`src/iprt_pkg.sv`:
```
// Shared types, codes and constants of the IPv4 forwarding route table.
package iprt_pkg;

  localparam int unsigned TABLE_DEPTH_DEFAULT = 64;

  localparam int unsigned ADDR_W  = 32;
  localparam int unsigned PORT_W  = 2;
  localparam int unsigned PEER_W  = 16;
  localparam int unsigned PRIO_W  = 32;
  localparam int unsigned TOTAL_W = 7;

  localparam int unsigned IN_TDATA_W  = 184;
  localparam int unsigned OUT_TDATA_W = 32;

  localparam logic [1:0] REG_MY_ADDR    = 2'd0;
  localparam logic [1:0] REG_LOCAL_PORT = 2'd1;

  localparam logic [3:0]  IP_VERSION_4   = 4'd4;
  localparam logic [3:0]  IP_VERSION_6   = 4'd6;
  localparam logic [3:0]  MIN_HDR_WORDS  = 4'd5;
  localparam logic [15:0] MIN_PKT_LEN    = 16'd20;
  localparam logic [7:0]  TTL_ADVERT     = 8'd1;
  localparam logic [7:0]  MCAST_FIRST    = 8'd224;
  localparam logic [7:0]  MCAST_LAST     = 8'd239;
  localparam logic [ADDR_W-1:0] BCAST_ADDR = '1;
  localparam logic signed [PRIO_W-1:0] PKT_PRIO = -32'sd1;

  typedef enum logic [2:0] {
    ACT_MALFORMED,
    ACT_OWN_DROP,
    ACT_TTL_DROP,
    ACT_FLOOD,
    ACT_MISS,
    ACT_UNICAST,
    ACT_IPV6,
    ACT_ADVERT
  } action_e;

  typedef enum logic [1:0] {
    LS_SAME,
    LS_ADDED,
    LS_REPLACED,
    LS_FULL
  } learn_e;

  typedef struct packed {
    logic                     valid;
    logic                     learn_en;
    logic                     learn_done;
    learn_e                   ls;
    logic [ADDR_W-1:0]        learn_addr;
    logic [PORT_W-1:0]        learn_port;
    logic [PEER_W-1:0]        learn_peer;
    logic signed [PRIO_W-1:0] learn_prio;
    logic                     lookup_en;
    logic [ADDR_W-1:0]        dst_addr;
    logic                     hit;
    logic [PORT_W-1:0]        hit_port;
    logic [PEER_W-1:0]        hit_peer;
    action_e                  base_action;
    logic [PORT_W-1:0]        base_port;
  } token_t;

endpackage

```
`src/iprt_decode.sv`:
```
// Header checks and action decision that build the token entering the cell chain.
module iprt_decode (
  input  logic                              valid_i,
  input  logic [iprt_pkg::IN_TDATA_W-1:0]   tdata_i,
  input  logic                              tuser_i,
  input  logic [iprt_pkg::ADDR_W-1:0]       my_addr_i,
  input  logic [iprt_pkg::PORT_W-1:0]       local_port_i,
  output iprt_pkg::token_t                  tok_o
);

  logic [3:0]                        version;
  logic [3:0]                        hdr_words;
  logic [7:0]                        ttl;
  logic [15:0]                       pkt_len;
  logic [iprt_pkg::ADDR_W-1:0]       src_addr;
  logic [iprt_pkg::ADDR_W-1:0]       dst_addr;
  logic [iprt_pkg::PORT_W-1:0]       ingress_port;
  logic [iprt_pkg::PEER_W-1:0]       from_endpoint;
  logic [iprt_pkg::ADDR_W-1:0]       advert_addr;
  logic signed [iprt_pkg::PRIO_W-1:0] advert_prio;
  logic [7:0]                        dst_top;
  logic                              is_flood;

  assign version       = tdata_i[3:0];
  assign hdr_words     = tdata_i[7:4];
  assign ttl           = tdata_i[15:8];
  assign pkt_len       = tdata_i[31:16];
  assign src_addr      = tdata_i[63:32];
  assign dst_addr      = tdata_i[95:64];
  assign ingress_port  = tdata_i[97:96];
  assign from_endpoint = tdata_i[113:98];
  assign advert_addr   = tdata_i[145:114];
  assign advert_prio   = $signed(tdata_i[177:146]);

  assign dst_top  = dst_addr[31:24];
  assign is_flood = (dst_addr == iprt_pkg::BCAST_ADDR) ||
                    ((dst_top >= iprt_pkg::MCAST_FIRST) && (dst_top <= iprt_pkg::MCAST_LAST));

  always_comb begin
    tok_o             = '0;
    tok_o.valid       = valid_i;
    tok_o.ls          = iprt_pkg::LS_SAME;
    tok_o.learn_port  = ingress_port;
    tok_o.learn_peer  = from_endpoint;
    tok_o.dst_addr    = dst_addr;
    tok_o.hit         = 1'b0;
    tok_o.base_action = iprt_pkg::ACT_MALFORMED;
    if (tuser_i) begin
      tok_o.learn_en    = (advert_addr != my_addr_i);
      tok_o.learn_addr  = advert_addr;
      tok_o.learn_prio  = advert_prio;
      tok_o.base_action = iprt_pkg::ACT_ADVERT;
    end else if ((pkt_len < iprt_pkg::MIN_PKT_LEN) ||
                 ((version != iprt_pkg::IP_VERSION_4) && (version != iprt_pkg::IP_VERSION_6))) begin
      tok_o.base_action = iprt_pkg::ACT_MALFORMED;
    end else if (version == iprt_pkg::IP_VERSION_6) begin
      tok_o.base_action = iprt_pkg::ACT_IPV6;
    end else if (hdr_words < iprt_pkg::MIN_HDR_WORDS) begin
      tok_o.base_action = iprt_pkg::ACT_MALFORMED;
    end else if ((src_addr == my_addr_i) && (ingress_port != local_port_i)) begin
      tok_o.base_action = iprt_pkg::ACT_OWN_DROP;
    end else begin
      tok_o.learn_en   = (src_addr != my_addr_i);
      tok_o.learn_addr = src_addr;
      tok_o.learn_prio = iprt_pkg::PKT_PRIO;
      if (ttl == iprt_pkg::TTL_ADVERT) begin
        tok_o.base_action = iprt_pkg::ACT_TTL_DROP;
      end else if (is_flood) begin
        tok_o.base_action = iprt_pkg::ACT_FLOOD;
      end else if (dst_addr == my_addr_i) begin
        tok_o.base_action = iprt_pkg::ACT_UNICAST;
        tok_o.base_port   = local_port_i;
      end else begin
        tok_o.lookup_en   = 1'b1;
        tok_o.base_action = iprt_pkg::ACT_MISS;
      end
    end
  end

endmodule

```
`config.mk`:
```
export PLATFORM = sky130hd
export DESIGN_NAME = iprt_decode
export DESIGN_NICKNAME = d
export VERILOG_FILES = /design/src/iprt_pkg.sv /design/src/iprt_decode.sv
export SDC_FILE = /design/constraint.sdc
export NUM_CORES = 1
export LEC_CHECK = 0
export ABC_AREA = 1
export CORE_AREA = 2 2 142 144
export DETAILED_ROUTE_END_ITERATION = 8
export DIE_AREA = 0 0 144 146
export DONT_BUFFER_PORTS = 1
export PLACE_DENSITY = 0.36
export SYNTH_ARGS = -nofsm -noshare
export SYNTH_HDL_FRONTEND = slang
export SYNTH_SLANG_ARGS = --single-unit
export TNS_END_PERCENT = 20
```
`constraint.sdc`:
```
create_clock -name vclk -period 2.3
set_input_delay 0.115 -clock vclk [all_inputs]
set_output_delay 0.115 -clock vclk [all_outputs]
set_load 0.02 [all_outputs]
```
# == After elaboration in Yosys (flattened, before gate mapping) ==
# Index checks and enable logic that the tools add are counted.
# classes
order_cmp,4
eq_ne,10
muxes,35
n_reduce_logical,5
# op_table
op,n
32-bit two-way mux,6
33-bit two-way mux,4
32-bit == test,2
32-bit inequality test,2
"32-bit == test, second input constant",1
3-bit two-way mux,7
"16-bit by 5-bit less-than comparator with 1-bit output, second input constant",1
2-bit two-way mux,8
1-bit two-way mux,10
"8-bit by 1-bit == test with 1-bit output, second input constant",1
"8-bit >= comparator, second input constant",1
"8-bit <= comparator, second input constant",1
"4-bit by 3-bit inequality test with 1-bit output, second input constant",2
"4-bit by 3-bit == test with 1-bit output, second input constant",1
"4-bit by 3-bit less-than comparator with 1-bit output, second input constant",1
1-bit logical AND,3
1-bit logical OR,2
2-bit inequality test,1
# word_totals
reg_bits,0
input_bits,220
out_inout_bits,144

# == Depth between registers and ports, before layout ==
# logic_depth
depth_word,10
ltp_mapped,12
depth_no_buf,12

# == Worst setup path after synthesis ==
# Ideal clock, no wire load.
# synth_path
path_kind,input -> output
from,input port tuser_i
to,output port tok_o[114] in the netlist's numbering
t_arrival_ns,1.349
required_ns,2.185
path_slack_ns,0.836
cell_stages,6
path_buffers,1
cell_sequence,buf_2 -> inv_2 -> nand2_1 -> nor2_4 -> nand3_4 -> o21ai_0
# synth_lines
item,line_no,source
"start, declared",iprt_decode.sv:5,"input logic tuser_i,"
"end, declared",iprt_decode.sv:8,output iprt_pkg::token_t tok_o

==> implementation parameters <==
Parameter                              Value

Floorplan
  Row cnt    51
  Core area    around 19000 um^2
  Chip width    approximately 140 um
  Ports placed on the boundary    ~360
  Floorplan die height    146 um
  Total die area    21000 um^2
  Starting density of the core    roughly 16%

Setup path
  CP most frequent cell    nand2_1
  Max FO, Critical Path    32
  Max stage delay cell, worst path    xnor2_1
  Cells traversed along the worst timing path    xnor2_1 > nand2_1 > nor2_1 > nand2_1 > nor2_2 > nand3_2 > nand3_4 > buf_12 > o22ai_1 > buf_4
  Type of the worst setup path    primary input to primary output
  Data required time at the worst endpoint    2.18 ns
  Startpoint Class    primary input
  Crit path largest cell delay    0.33 ns
  Number of buffer and inverter stages on the critical path    2
  Kind of end point of the critical path    primary output
  Arrival time reported for the critical path endpoint    1.76 ns
  CP delay by family, top    simple AND/OR/NAND/NOR gates
  Count of cell instances traversed by the critical path    10

Global route
  Pin count of the biggest net entering global routing    55
  Antenna violations before repair    0
  Wire length of the first global-routing pass    between 20 and 25 mm
  Total congestion overflow after global routing    0
  Number of global-route vias before repair    3231
  Total routing usage reported by global routing    13.0%

Pwr
  Peak VDD IR    0.0000467 V
  Proportion of power drawn by flip-flops and latches    0%
  Total power    between 600 and 700 uW
  Power Density    185 nW/um^2
  Leakage power    1.79 nW
  Power share of the clock group    0%
  Net switching fraction of the power    58.1%
  Internal Pwr Total    261 uW
  Combinational fraction of design power    100.0%
  Sw Pwr    362 uW

Timing
  Actual transition at the worst max-transition pin    0.503 ns
  Worst slew slack as a fraction of its limit    between 60% and 70%
  Hold Worst Slack    0.230 ns
  Accumulated negative setup slack    0 ns
  Pins over their slew limit    0
  Final setup viols    0
  Worst setup slack after layout    0.426 ns
  Time the final worst path needs with I/O delays and setup    1.87 ns
  Final period util    81.5%
  Fmax    534 MHz
  Final Hold Vio Count    0
  Unrepaired setup endpoints after global routing    false

Synthesis
  Leading area contributor after synthesis    nand2_1
  Fraction of post-synthesis cell area in the top cell type by area    26.4%
  Syn Std Cell Area    between 3000 and 4000 um^2
  Cell with the most instances after synthesis    nand2_1
  Most numerous cell types in the synthesized netlist    nand2_1, buf_4, inv_1
  Leading post-synthesis cells by cell area    nand2_1, buf_4, xnor2_1, inv_1, nor2_1
  Count of yosys warnings during synthesis    0
  Synthesized area per cell    5.37 um^2
  Count of cell types in the netlist    27
  Syn Inst Count    577
  Proportion of synthesized chip area in sequential cells    0%

Place
  Routability Congestion    0.794
  Port buffer count    0
  Post-placement worst setup slack    ~0.32 ns
  HPWL after detailed placement    12.8 mm

CTS
  Hold-fix buffer count after cts    0
  Gates resized, CTS repair    0
  Number of buffers inserted by post-CTS setup repair    0

Drt
  Post-detailed-routing wire length    14.4 mm
  Initial DRC Count    127
  Remaining antenna violation count    0
  Total vias in the final route    3200
  Post-route DRC    0
  Number of vias per cell    3.79
  Drt pass-1 iters    4
  DR WL/cell    between 15 and 20 um

Cells and area
  Fraction of final layout cells with drive strength greater than 1    between 10% and 20%
  Seq cells    0
  Filler instances    2321
  Final-stage net count    around 800
  Register Area    0 um^2
  Clock buffers    0
  Antenna fix cells    0
  P&R area growth vs syn    8.84%

Worst hold path
  Hold Path Stages    0
  Hold Path End    tok_o[102]
  Hold path start    tdata_i[111]
  Classification of the worst-slack hold path    primary input to primary output

Status
  Result of the run    completed

Job
  Max-cap check violation count    0
stage by stage:
| stage | area (um^2) | util, % | cells |
|---|---|---|---|
| after CTS | 3370 | 17.5 | 844 |
| after floorplan | 3180 | - | 598 |
| after global routing | 3370 | 17.5 | 844 |
| after detailed placement | 3370 | 17.5 | 844 |
| after global placement | 3370 | 17.5 | 844 |
| final | 3370 | 17.5 | 844 |
per-layer routing:
| layer | part of all wire (%) | GRT usage [%] |
|---|---|---|
| met5 | 0 | 0 |
| met4 | 0.57 | 0.637 |
| met3 | 7.0 | 2.34 |
| met2 | 51 | 24.5 |
| met1 | 41 | 16.0 |
cells by family (layout without fill, tap and decap cells):
group                  count (synthesis)  in the layout  synth area share, %
AO/OA/AOI/OAI                         34             34                 8.72
XOR/XNOR                              67             67                 18.9
buffers and inverters                160            141                 30.4
other                                  1             22                0.121
AND/OR/NAND/NOR                      315            315                 41.8
layout make-up:
cell class | instances | area [um^2] | share of cell area, %
well taps | 265 | 332 | 9.83
repair buffers | 67 | 528 | 15.6
multi-input cells | 438 | 2240 | 66.3
inverters | 74 | 278 | 8.23
power groups by stage:
stage	clock (mW)	sequential [mW]	combinational (mW)
4_1_cts	0	0	0.635
2_1_floorplan	0	0	0.608
5_1_grt	0	0	0.692
3_3_place_gp	0	0	0.632
6_report	0	0	0.623
3_5_place_dp	0	0	0.632
layout by cell type (no fill, tap or decap):
cell and count:
buf_12 2, nor2_4 1, nand4_1 12, o22ai_1 8, a21oi_1 1, xnor2_1 56, nand3_1 15, buf_4 65
o21ai_0 5, nor2_2 2, o22ai_2 4, inv_1 72, nor3_1 7, conb_1 22, nand3_4 1, nand2_1 218
nand3_2 1, or2_2 7, inv_2 2, nor4_1 3, nor2_1 48, o21ai_2 16, xor2_1 11
how the worst max path moves through the flow:
stage	startpoint	endpoint	slack [ns]
after floorplan	tuser_i	tok_o[114]	0.84
after global placement	my_addr_i[30]	tok_o[76]	0.32
after detailed placement	my_addr_i[30]	tok_o[132]	0.32
after CTS	my_addr_i[30]	tok_o[132]	0.32
after global routing	my_addr_i[30]	tok_o[132]	0.21
final	my_addr_i[16]	tok_o[109]	0.43
Note: power is estimated with default switching activity, not from simulation.
