**config.mk**
```make
export PLATFORM = sky130hd
export DESIGN_NAME = iprt_cell
export DESIGN_NICKNAME = d
export VERILOG_FILES = /design/src/iprt_pkg.sv /design/src/iprt_cell.sv
export SDC_FILE = /design/constraint.sdc
export NUM_CORES = 1
export LEC_CHECK = 0
export BUFFER_PORTS_ARGS = -buffer_cell sky130_fd_sc_hd__buf_4
export CORE_MARGIN = 5
export CORE_UTILIZATION = 45
export CTS_BUF_LIST = sky130_fd_sc_hd__clkbuf_4
export CTS_CLUSTER_SIZE = 10
export DETAILED_ROUTE_END_ITERATION = 10
export GPL_ROUTABILITY_DRIVEN = 0
export GPL_TIMING_DRIVEN = 1
export PLACE_DENSITY_LB_ADDON = 0.1
export SETUP_SLACK_MARGIN = 0.02
export SYNTH_ARGS = -nofsm -noshare
export SYNTH_HDL_FRONTEND = slang
export SYNTH_SLANG_ARGS = --single-unit
```
**constraint.sdc**
```tcl
create_clock -name clk_i -period 3.9 [get_ports clk_i]
set_input_delay 0.585 -clock clk_i [delete_from_list [all_inputs] [get_ports clk_i]]
set_output_delay 0.585 -clock clk_i [all_outputs]
set_load 0.01 [all_outputs]
```
**src/iprt_pkg.sv**
```systemverilog
// Shared types, codes and constants of the IPv4 forwarding route table.
package iprt_pkg;

  localparam int unsigned TABLE_DEPTH_DEFAULT = 64;

  localparam int unsigned ADDR_W  = 32;
  localparam int unsigned PORT_W  = 2;
  localparam int unsigned PEER_W  = 16;
  localparam int unsigned PRIO_W  = 32;
  localparam int unsigned TOTAL_W = 7;

  localparam int unsigned IN_TDATA_W  = 184;
  localparam int unsigned OUT_TDATA_W = 32;

  localparam logic [1:0] REG_MY_ADDR    = 2'd0;
  localparam logic [1:0] REG_LOCAL_PORT = 2'd1;

  localparam logic [3:0]  IP_VERSION_4   = 4'd4;
  localparam logic [3:0]  IP_VERSION_6   = 4'd6;
  localparam logic [3:0]  MIN_HDR_WORDS  = 4'd5;
  localparam logic [15:0] MIN_PKT_LEN    = 16'd20;
  localparam logic [7:0]  TTL_ADVERT     = 8'd1;
  localparam logic [7:0]  MCAST_FIRST    = 8'd224;
  localparam logic [7:0]  MCAST_LAST     = 8'd239;
  localparam logic [ADDR_W-1:0] BCAST_ADDR = '1;
  localparam logic signed [PRIO_W-1:0] PKT_PRIO = -32'sd1;

  typedef enum logic [2:0] {
    ACT_MALFORMED,
    ACT_OWN_DROP,
    ACT_TTL_DROP,
    ACT_FLOOD,
    ACT_MISS,
    ACT_UNICAST,
    ACT_IPV6,
    ACT_ADVERT
  } action_e;

  typedef enum logic [1:0] {
    LS_SAME,
    LS_ADDED,
    LS_REPLACED,
    LS_FULL
  } learn_e;

  typedef struct packed {
    logic                     valid;
    logic                     learn_en;
    logic                     learn_done;
    learn_e                   ls;
    logic [ADDR_W-1:0]        learn_addr;
    logic [PORT_W-1:0]        learn_port;
    logic [PEER_W-1:0]        learn_peer;
    logic signed [PRIO_W-1:0] learn_prio;
    logic                     lookup_en;
    logic [ADDR_W-1:0]        dst_addr;
    logic                     hit;
    logic [PORT_W-1:0]        hit_port;
    logic [PEER_W-1:0]        hit_peer;
    action_e                  base_action;
    logic [PORT_W-1:0]        base_port;
  } token_t;

endpackage

```
**src/iprt_cell.sv**
```systemverilog
// One route table entry that learns from and answers the token passing through it.
module iprt_cell (
  input  logic             clk_i,
  input  logic             rst_ni,
  input  logic             en_i,
  input  iprt_pkg::token_t tok_i,
  output iprt_pkg::token_t tok_o,
  output logic             valid_o
);

  logic                               valid_q;
  logic [iprt_pkg::ADDR_W-1:0]        addr_q;
  logic [iprt_pkg::PORT_W-1:0]        port_q;
  logic [iprt_pkg::PEER_W-1:0]        peer_q;
  logic signed [iprt_pkg::PRIO_W-1:0] prio_q;

  logic                               tok_vld_q;
  iprt_pkg::token_t                   tok_q;
  iprt_pkg::token_t                   tok_d;

  logic                               learn_open;
  logic                               learn_hit;
  logic                               do_rep;
  logic                               do_add;
  logic                               valid_d;
  logic [iprt_pkg::ADDR_W-1:0]        addr_d;
  logic [iprt_pkg::PORT_W-1:0]        port_d;
  logic [iprt_pkg::PEER_W-1:0]        peer_d;
  logic signed [iprt_pkg::PRIO_W-1:0] prio_d;

  assign learn_open = tok_i.learn_en && !tok_i.learn_done;
  assign learn_hit  = learn_open && valid_q && (addr_q == tok_i.learn_addr);
  assign do_rep     = learn_hit && (prio_q <= tok_i.learn_prio);
  assign do_add     = learn_open && !valid_q;

  always_comb begin
    valid_d = valid_q || do_add;
    addr_d  = do_add ? tok_i.learn_addr : addr_q;
    port_d  = (do_add || do_rep) ? tok_i.learn_port : port_q;
    peer_d  = (do_add || do_rep) ? tok_i.learn_peer : peer_q;
    prio_d  = do_add ? '0 : (do_rep ? tok_i.learn_prio : prio_q);

    tok_d = tok_i;
    if (learn_hit || do_add) begin
      tok_d.learn_done = 1'b1;
      if (do_add) begin
        tok_d.ls = iprt_pkg::LS_ADDED;
      end else if (do_rep) begin
        tok_d.ls = iprt_pkg::LS_REPLACED;
      end else begin
        tok_d.ls = iprt_pkg::LS_SAME;
      end
    end
    if (tok_i.lookup_en && !tok_i.hit && valid_d && (addr_d == tok_i.dst_addr)) begin
      tok_d.hit      = 1'b1;
      tok_d.hit_port = port_d;
      tok_d.hit_peer = peer_d;
    end
  end

  always_ff @(posedge clk_i or negedge rst_ni) begin
    if (!rst_ni) begin
      valid_q   <= 1'b0;
      tok_vld_q <= 1'b0;
    end else if (en_i) begin
      tok_vld_q <= tok_i.valid;
      if (tok_i.valid) begin
        valid_q <= valid_d;
      end
    end
  end

  always_ff @(posedge clk_i) begin
    if (en_i) begin
      tok_q <= tok_d;
      if (tok_i.valid && (do_add || do_rep)) begin
        addr_q <= addr_d;
        port_q <= port_d;
        peer_q <= peer_d;
        prio_q <= prio_d;
      end
    end
  end

  always_comb begin
    tok_o       = tok_q;
    tok_o.valid = tok_vld_q;
  end

  assign valid_o = valid_q;

endmodule

```
After elaboration in Yosys (flattened, before gate mapping)
Cells that the tools add are included.
W data, S select, Z words.
{"block": "classes", "addsub": 0, "n_mul": 0, "div": 0, "magnitude_cmp": 1, "n_eq_ne": 2, "shifts": 0, "muxes": 8, "bitwise": 0, "reduce_logical": 19}
{"operator": "$eq A32 B32 Y1", "n": 2}
{"operator": "$mux W32", "n": 2}
{"operator": "$le A32 B32 Y1", "n": 1}
{"operator": "$mux W18", "n": 1}
{"operator": "$mux W16", "n": 1}
{"operator": "$logic_and A1 B1 Y1", "n": 9}
{"operator": "$mux W2", "n": 4}
{"operator": "$reduce_and A2 Y1", "n": 2}
{"operator": "$logic_not A1 Y1", "n": 3}
{"operator": "$logic_or A1 B1 Y1", "n": 3}
{"operator": "$reduce_and A3 Y1", "n": 1}
{"operator": "$reduce_bool A2 Y1", "n": 1}
{"block": "totals", "reg_bits": 227, "latchBits": 0, "mem_bits_rw": 0, "romBits": 0, "input_bits": 147, "output_inout_bits": 145, "word_cells": 50, "memories": 0}

Depth between registers and ports, before layout
Gate-level depths: netlist of run 1.
{"block": "depth", "depth_word": 8, "mapped_depth": 11, "ltp_nobuf": 9}

Worst setup path before layout of run 1
Ideal clock, no wire load.
{"block": "synth_path", "path_kind": "in2reg", "startpoint": "input port tok_i[71] (netlist name)", "endpoint": "register addr_q[0] (netlist name) (enable)", "setup_time_ns": 0.413, "t_arrival_ns": 3.536, "required_ns": 3.487, "path_slack_ns": -0.049, "stages": 9, "path_buffers": 1, "cell_sequence": "inv_1 > ha_1 > nand4_1 > or4_1 > nor3_1 > a211oi_1 > clkbuf_1 > o21ai_0 > and3_1"}
{"block": "synth_between", "elab_chain_cells": 5}
{"item": "start: declaration", "line_no": "iprt_cell.sv:6", "source": "input iprt_pkg::token_t tok_i,"}
{"item": "$le A32 B32 Y1", "line_no": "iprt_cell.sv:33", "source": "assign do_rep = learn_hit && (prio_q <= tok_i.learn_prio);"}
{"item": "$logic_and A1 B1 Y1", "line_no": "iprt_cell.sv:33"}
{"item": "$logic_or A1 B1 Y1", "line_no": "iprt_cell.sv:76", "source": "if (tok_i.valid && (do_add || do_rep)) begin"}
{"item": "$logic_and A1 B1 Y1", "line_no": "iprt_cell.sv:76"}
{"item": "$reduce_and A2 Y1 (no source line)"}
{"item": "end signal: assignment", "line_no": "iprt_cell.sv:77", "source": "addr_q <= addr_d;"}
{"item": "end: declaration", "line_no": "iprt_cell.sv:12", "source": "logic [iprt_pkg::ADDR_W-1:0] addr_q;"}
Every way passes these cells.
A chain may end at the register's enable or synchronous reset.

==> results of run 1 <==
[power breakdown]
group | switching, mW | internal (mW) | total (mW) | leakage (nW)
Combinational | 0.307 | 0.308 | 0.615 | 2.82
Clock | 0.962 | 1.07 | 2.03 | 0.458
Sequential | 0.0340 | 2.82 | 2.85 | 2.16
[flip-flops by register name, summed over array words and instances (netlist names)]
register / cells
addr_q: 32
peer_q: 16
port_q: 2
prio_q: 32
tok_o: 143
tok_vld_q: 1
valid_o: 1
[logic make-up after synthesis]
family	count (synthesis)	share of synthesized area
buffers and inverters	66	0.0300
DFF	227	0.696
AOI/OAI and AO/OA	99	0.0682
xor gates and xnor gates	61	0.0547
adders and majority gates	32	0.0410
muxes	27	0.0348
and+or+nand+nor	151	0.0750
[cell type report]
| cell class | count | area share |
|---|---|---|
| antenna | 1 | 0.000191 |
| clock buffer | 92 | 0.0527 |
| clock inverter | 16 | 0.00477 |
| inverter | 41 | 0.0117 |
| multi-input combinational | 370 | 0.205 |
| sequential | 227 | 0.519 |
| tap | 280 | 0.0267 |
| timing repair buffer | 307 | 0.179 |
[final timing paths]
| kind | cells past startpoint | startpoint | endpoint | slack (ns) |
|---|---|---|---|---|
| hold reg to reg | 1 | tok_vld_q$_DFFE_PN0P_ | tok_vld_q$_DFFE_PN0P_ | 0.53 |
| max in group asynchronous | 2 | rst_ni | valid_o$_DFFE_PN0P_ | 3.55 |
| min in group asynchronous | 2 | rst_ni | tok_vld_q$_DFFE_PN0P_ | 0.26 |
| setup reg to reg | 8 | valid_o$_DFFE_PN0P_ | tok_o[13]$_DFFE_PP_ | 0.64 |
| setup / recovery | 8 | valid_o$_DFFE_PN0P_ | tok_o[13]$_DFFE_PP_ | 0.64 |
| hold / removal | 1 | tok_i[0] | tok_o[0]$_DFFE_PP_ | 0.09 |
[placed cells by master (no fill, tap or decap), types with 23 or more instances in the layout]
cell type / count
clkbuf_4: 92
edfxtp_1: 225
xnor2_1: 29
nand3_1: 23
ha_1: 32
buf_4: 302
nor2_1: 36
a31oi_1: 36
inv_1: 41
nand2_1: 51
xor2_1: 32
[metrics by stage]
| stage | cell area (sq um) | instances |
|---|---|---|
| 2_1_floorplan | 9780 | 663 |
| 3_3_place_gp | 12300 | 1224 |
| 3_5_place_dp | 12300 | 1224 |
| 4_1_cts | 13100 | 1333 |
| 5_1_grt | 13100 | 1334 |
| 6_report | 13100 | 1334 |
[repair_timing]
action                    4_1_cts  5_1_grt
hold buffers                    1        0
hold endpoints to repair        2        0
gates resized for setup         0        0
setup buffers                   0        0
[metal layers]
layer	vias up	part of all wire	global-route usage	routed length, um
li1	3242	-	-	-
met4	2	0.027	0.0729	680
met5	-	0.00079	0	20
met1	3183	0.41	0.249	10300
met2	283	0.48	0.322	12100
met3	53	0.086	0.0621	2170
==> results.md, run 1 <==
- Outcome: completed
- Clk sinks: 227
- Hold crit path type: in -> reg
- Share of cells above drive strength 1: 0.416
- H-tree depth: 2
- Total number of vias: 6763
- I/O pins: 292
- Asr flop ratio synth: 0.00881
- Routed len/inst: 19.0 um
- CTS max path bufs: 3
- Sequential cell area: 6810 sq um
- CP bufs+invs: 1
- Util after Layout: 0.606
- Synth area leader: edfxtp_1
- Final Hold Vio Count: 0
- Largest net degree at the start of global routing: 137
- Critical path's largest stage delay: 0.69 ns
- Top-count cell post-synth: edfxtp_1
- Worst skew pair latency: 0.67 ns
- Power Total: 5.50 mW
- RSZ-0062 raised after global routing: false
- Worst Path Class, Setup: reg -> reg
- Top delay family on crit path: simple AND/OR/NAND/NOR gates
- Most used DFF post-synth: edfxtp_1
- Worst setup SP type: flip-flop
- Detailed placement HPWL: 18.1 mm
- DR pass1 iterations: 5
- Leakage: 5.43 nW
- Routed wire length: 25.3 mm
- Total track usage: 0.198
- Post-synth EDFFs: 225
- Dpl ws: 0.433 ns
- Max Slew Vio Count: 0
- DRC viols: 0
- Chip height: 157 um
- CP arrival: 3.66 ns
- Area Overhead vs Synth: 34.1%
- Initial antenna violation count: 2
- Clock slew at reported path FFs: 0.06 ns
- Yosys warns: 0
- Avg Inst Size Synth: 14.7 sq um
- Endpoint class of the critical path: flip-flop
- Rows: 54
- First-pass GRT wire length: 37.8 mm
- Final worst slack: 0.643 ns
- Most instantiated cells after synthesis: 225 x edfxtp_1, 51 x nand2_1, 41 x inv_1
- Overflow left after global routing: 0
- Post-Syn Area: 9770 sq um
- Post-Route Setup TNS: 0 ns
- Final setup viols: 0
- Initial DRC count: 338
- Achievable clock frequency: 307 MHz
- Seq/Total Area, Yosys: 0.696
- Layout Nets: 1186
- Yosys cell types: 48
- Synth Register Bits: 227
- Area contributors post-synth: edfxtp_1 69%, ha_1 4.1%, xor2_1 2.9%
- Root Buffer: clkbuf_4
- Total CTS buffers: 60
- Crit-path cells: or3b_4 > mux2_2 > xnor2_1 > o2111ai_1 > nor4_4 > and3_1 > buf_4 > a31oi_1
- Worst-margin pin slew: 0.799 ns
- Syn_nets: 842
- Post-synthesis cell count: 663
- Slew Limit Headroom: 0.467
- Post-DR vias/cell: 5.07
- Clock skew: 0.0297 ns
- Share of Yosys cell area claimed by the top area cell type: 0.691
- Critical Path RT: 4.30 ns
- Die ar.: 24800 sq um
- Die width: 157 um
- Post-route minimum period: 3.26 ns
- Area of the multi-input gates: 2690 sq um
- Number of routed nets with antenna violations: 0
- Starting Density: 0.452
- Hold Slack: 0.0866 ns
- Pwr dens: 419 nW/um^2
- Max-cap violations: 0
- CP max FO: 46
- Vias in the first global route: 7067
- Final worst-path cycle share: 0.835
- Filler cells: 1863
- Number of port buffers: 291
- Core ar.: 21600 sq um
- TritonCTS clock tree: built
- Peak supply drop: 0.231 mV
- Worst path slowest cell: or3b_4
No activity file was read; power rests on OpenSTA's default activity.
==> inputs of run 2 (changes only) <==
clock period = 3.1 ns   (was 3.9 ns; I/O delays follow)
==> results.md, run 2 (synthesis gave the netlist of run 1 again) <==
- Post-DR vias/cell: 4.95 (was 5.07)
- Starting Density: 0.452 (unchanged)
- Filler cells: 1602 (was 1863)
- H-tree depth: 2 (unchanged)
- Layout Nets: 1329 (was 1186)
- Outcome: finished with violations (was completed)
- Clock power frac: 0.355 (was 0.369)
- Endpoint class of the critical path: flip-flop (unchanged)
- Final setup viols: 19 (was 0)
- Root Buffer: clkbuf_4 (unchanged)
- Peak supply drop: 0.337 mV (was 0.231 mV)
- Pint: 5.40 mW (was 4.19 mW)
- Max FFs per register: 143 (unchanged)
- Clk sinks: 227 (unchanged)
- Switching share of power: 0.232 (was 0.237)
- Number of routed nets with antenna violations: 0 (unchanged)
- Final worst-path cycle share: 1.00
- Final Hold Vio Count: 0 (unchanged)
- Hold crit path type: in -> reg (unchanged)
- Critical Path RT: 3.51 ns (was 4.30 ns)
- Clock slew at reported path FFs: 0.06 ns (about the same)
- Initial antenna violation count: 1 (was 2)
- Slew Limit Headroom: 0.532 (was 0.467)
- Vias in the first global route: 7654 (was 7067)
- Die width: 157 um (unchanged)
- Total number of vias: 7287 (was 6763)
- Largest net degree at the start of global routing: 81 (was 137)
- Overflow left after global routing: 0 (unchanged)
- Max-cap violations: 0 (unchanged)
- Worst skew pair latency: 0.66 ns (was 0.67 ns)
- Clock skew: 0.0292 ns (was 0.0297 ns)
- Worst Path Class, Setup: in -> reg (was reg -> reg)
- Hold path depth: 2 (was 1)
- Crit path from: tok_i[68] (was valid_o$_DFFE_PN0P_)
- Worst setup SP type: input pin (was flip-flop)
- Pwr dens: 478 nW/um^2 (was 419 nW/um^2)
- Worst-margin pin slew: 0.702 ns (was 0.799 ns)
- Post-Route Setup TNS: -0.101 ns (was 0 ns)
- DR pass1 iterations: 4 (was 5)
- Area Overhead vs Synth: 50.3% (was 34.1%)
- Number of port buffers: 291 (unchanged)
- Most frequent cells in the layout: 311 x buf_4, 225 x edfxtp_1, 121 x dlygate4sd3_1 (was 302 x buf_4, 225 x edfxtp_1, 92 x clkbuf_4)
- Rows: 54 (unchanged)
- Chip height: 157 um (unchanged)
- Die ar.: 24800 sq um (unchanged)
- Total track usage: 0.209 (was 0.198)
- Final worst slack: -0.0128 ns (was 0.643 ns)
- RR Startpoint: prio_q[11]$_SDFFCE_PP0P_ (was valid_o$_DFFE_PN0P_)
- DRC viols: 0 (unchanged)
- Switching power: 1.63 mW (was 1.30 mW)
- CP max FO: 15 (was 46)
- Detailed placement HPWL: 18.4 mm (was 18.1 mm)
- Total CTS buffers: 60 (unchanged)
- Initial DRC count: 334 (was 338)
- CP arrival: 3.52 ns (was 3.66 ns)
- Final non-filler cell total: 1471 (was 1334)
- Dpl cells: 1237 (was 1224)
- Achievable clock frequency: 321 MHz
- Share of cells above drive strength 1: 0.396 (was 0.416)
- First-pass GRT wire length: 40.6 mm (was 37.8 mm)
- Routed len/inst: 18.5 um (was 19.0 um)
- Max Slew Vio Count: 0 (unchanged)
- Worst Hold Endpoint: valid_o$_DFFE_PN0P_ (was tok_o[0]$_DFFE_PP_)
- CTS max path bufs: 3 (unchanged)
- I/O pins: 292 (unchanged)
- TritonCTS clock tree: built (unchanged)
- Leakage: 6.09 nW (was 5.43 nW)
- Hold Startpoint: tok_i[143] (was tok_i[0])
- Post-route minimum period: 3.11 ns
- Core ar.: 21600 sq um (unchanged)
- R2R cell count: 10 (was 8)
- Reg2reg setup slack: 0.06 ns (was 0.64 ns)
- Comb power frac: 0.135 (was 0.112)
- RSZ-0062 raised after global routing: true (was false)
- Routed wire length: 27.1 mm (was 25.3 mm)
- Failing checks: negative setup slack
- Commonest non-fill, non-tap cell in the layout: buf_4 (unchanged)
- Reg2reg end: peer_q[13]$_DFFE_PP_ (was tok_o[13]$_DFFE_PP_)
- Seq pwr share: 0.510 (was 0.519)
[run 2: worst max-delay path by stage]
stage	end	slack, ns	cells past startpoint
3_5_place_dp	tok_o[11]$_DFFE_PP_	-0.09	11
4_1_cts	tok_o[11]$_DFFE_PP_	0.04	12
3_3_place_gp	tok_o[11]$_DFFE_PP_	-0.04	11
6_report	peer_q[13]$_DFFE_PP_	-0.01	13
5_1_grt	addr_q[4]$_DFFE_PP_	-0.05	10
2_1_floorplan	addr_q[0]$_DFFE_PP_	0.02	10
[run 2: per-stage QoR]
stage	hold slack [ns]	total power, mW	cell area (sq um)	setup slack, ns	utilization
6_report	0.0945	7.03	14700	-0.0128	0.680
5_1_grt	0.0316	7.37	14700	-0.0475	0.680
4_1_cts	0.0116	7.10	14500	0.0431	0.669
3_5_place_dp	0.258	4.45	12500	-0.0943	0.579
3_3_place_gp	0.258	4.44	12500	-0.0449	0.579
2_1_floorplan	0.169	3.91	9790	0.0207	-
[run 2: timing repair]
action	4_1_cts	5_1_grt
hold buffers	122	0
setup endpoints to repair	0	100
endpoints found under the hold margin	123	0
gates resized for setup	0	20
buffers inserted	0	6
[run 2: layer usage]
metal,up-vias,track usage,share of wire
li1,3519,-,-
met1,3439,0.254,0.39
met2,277,0.358,0.50
met3,52,0.0583,0.080
met4,0,0.0750,0.025
met5,-,0,0
[run 2: power groups by stage]
stage / registers [mW] / logic [mW] / clock network (mW)
3_5_place_dp: 3.65 / 0.799 / 0
3_3_place_gp: 3.64 / 0.794 / 0
5_1_grt: 3.60 / 1.02 / 2.75
2_1_floorplan: 3.74 / 0.172 / 0
4_1_cts: 3.58 / 0.927 / 2.59
6_report: 3.59 / 0.949 / 2.50
[run 2: area by class of cell]
cell class / count / area, sq um / share of cell area
repair buffers: 450 / 3860 / 0.263
inverters: 41 / 154 / 0.0105
multi-input cells: 370 / 2790 / 0.190
clock buffers: 93 / 698 / 0.0475
flip-flops and latches: 227 / 6810 / 0.463
diodes: 1 / 2.50 / 0.000170
well taps: 280 / 350 / 0.0238
clock inverters: 9 / 33.8 / 0.00230
[run 2: critical path, cell delays in order]
cell and delay [ns]:
dlygate4sd3_1 0.53, buf_4 0.11, inv_2 0.04, ha_4 0.27, nand4_1 0.13, or4_4 0.55
a21o_1 0.18, a32o_2 0.29, a211oi_4 0.29, buf_4 0.17, o21ai_2 0.05, and3_4 0.26
buf_12 0.17
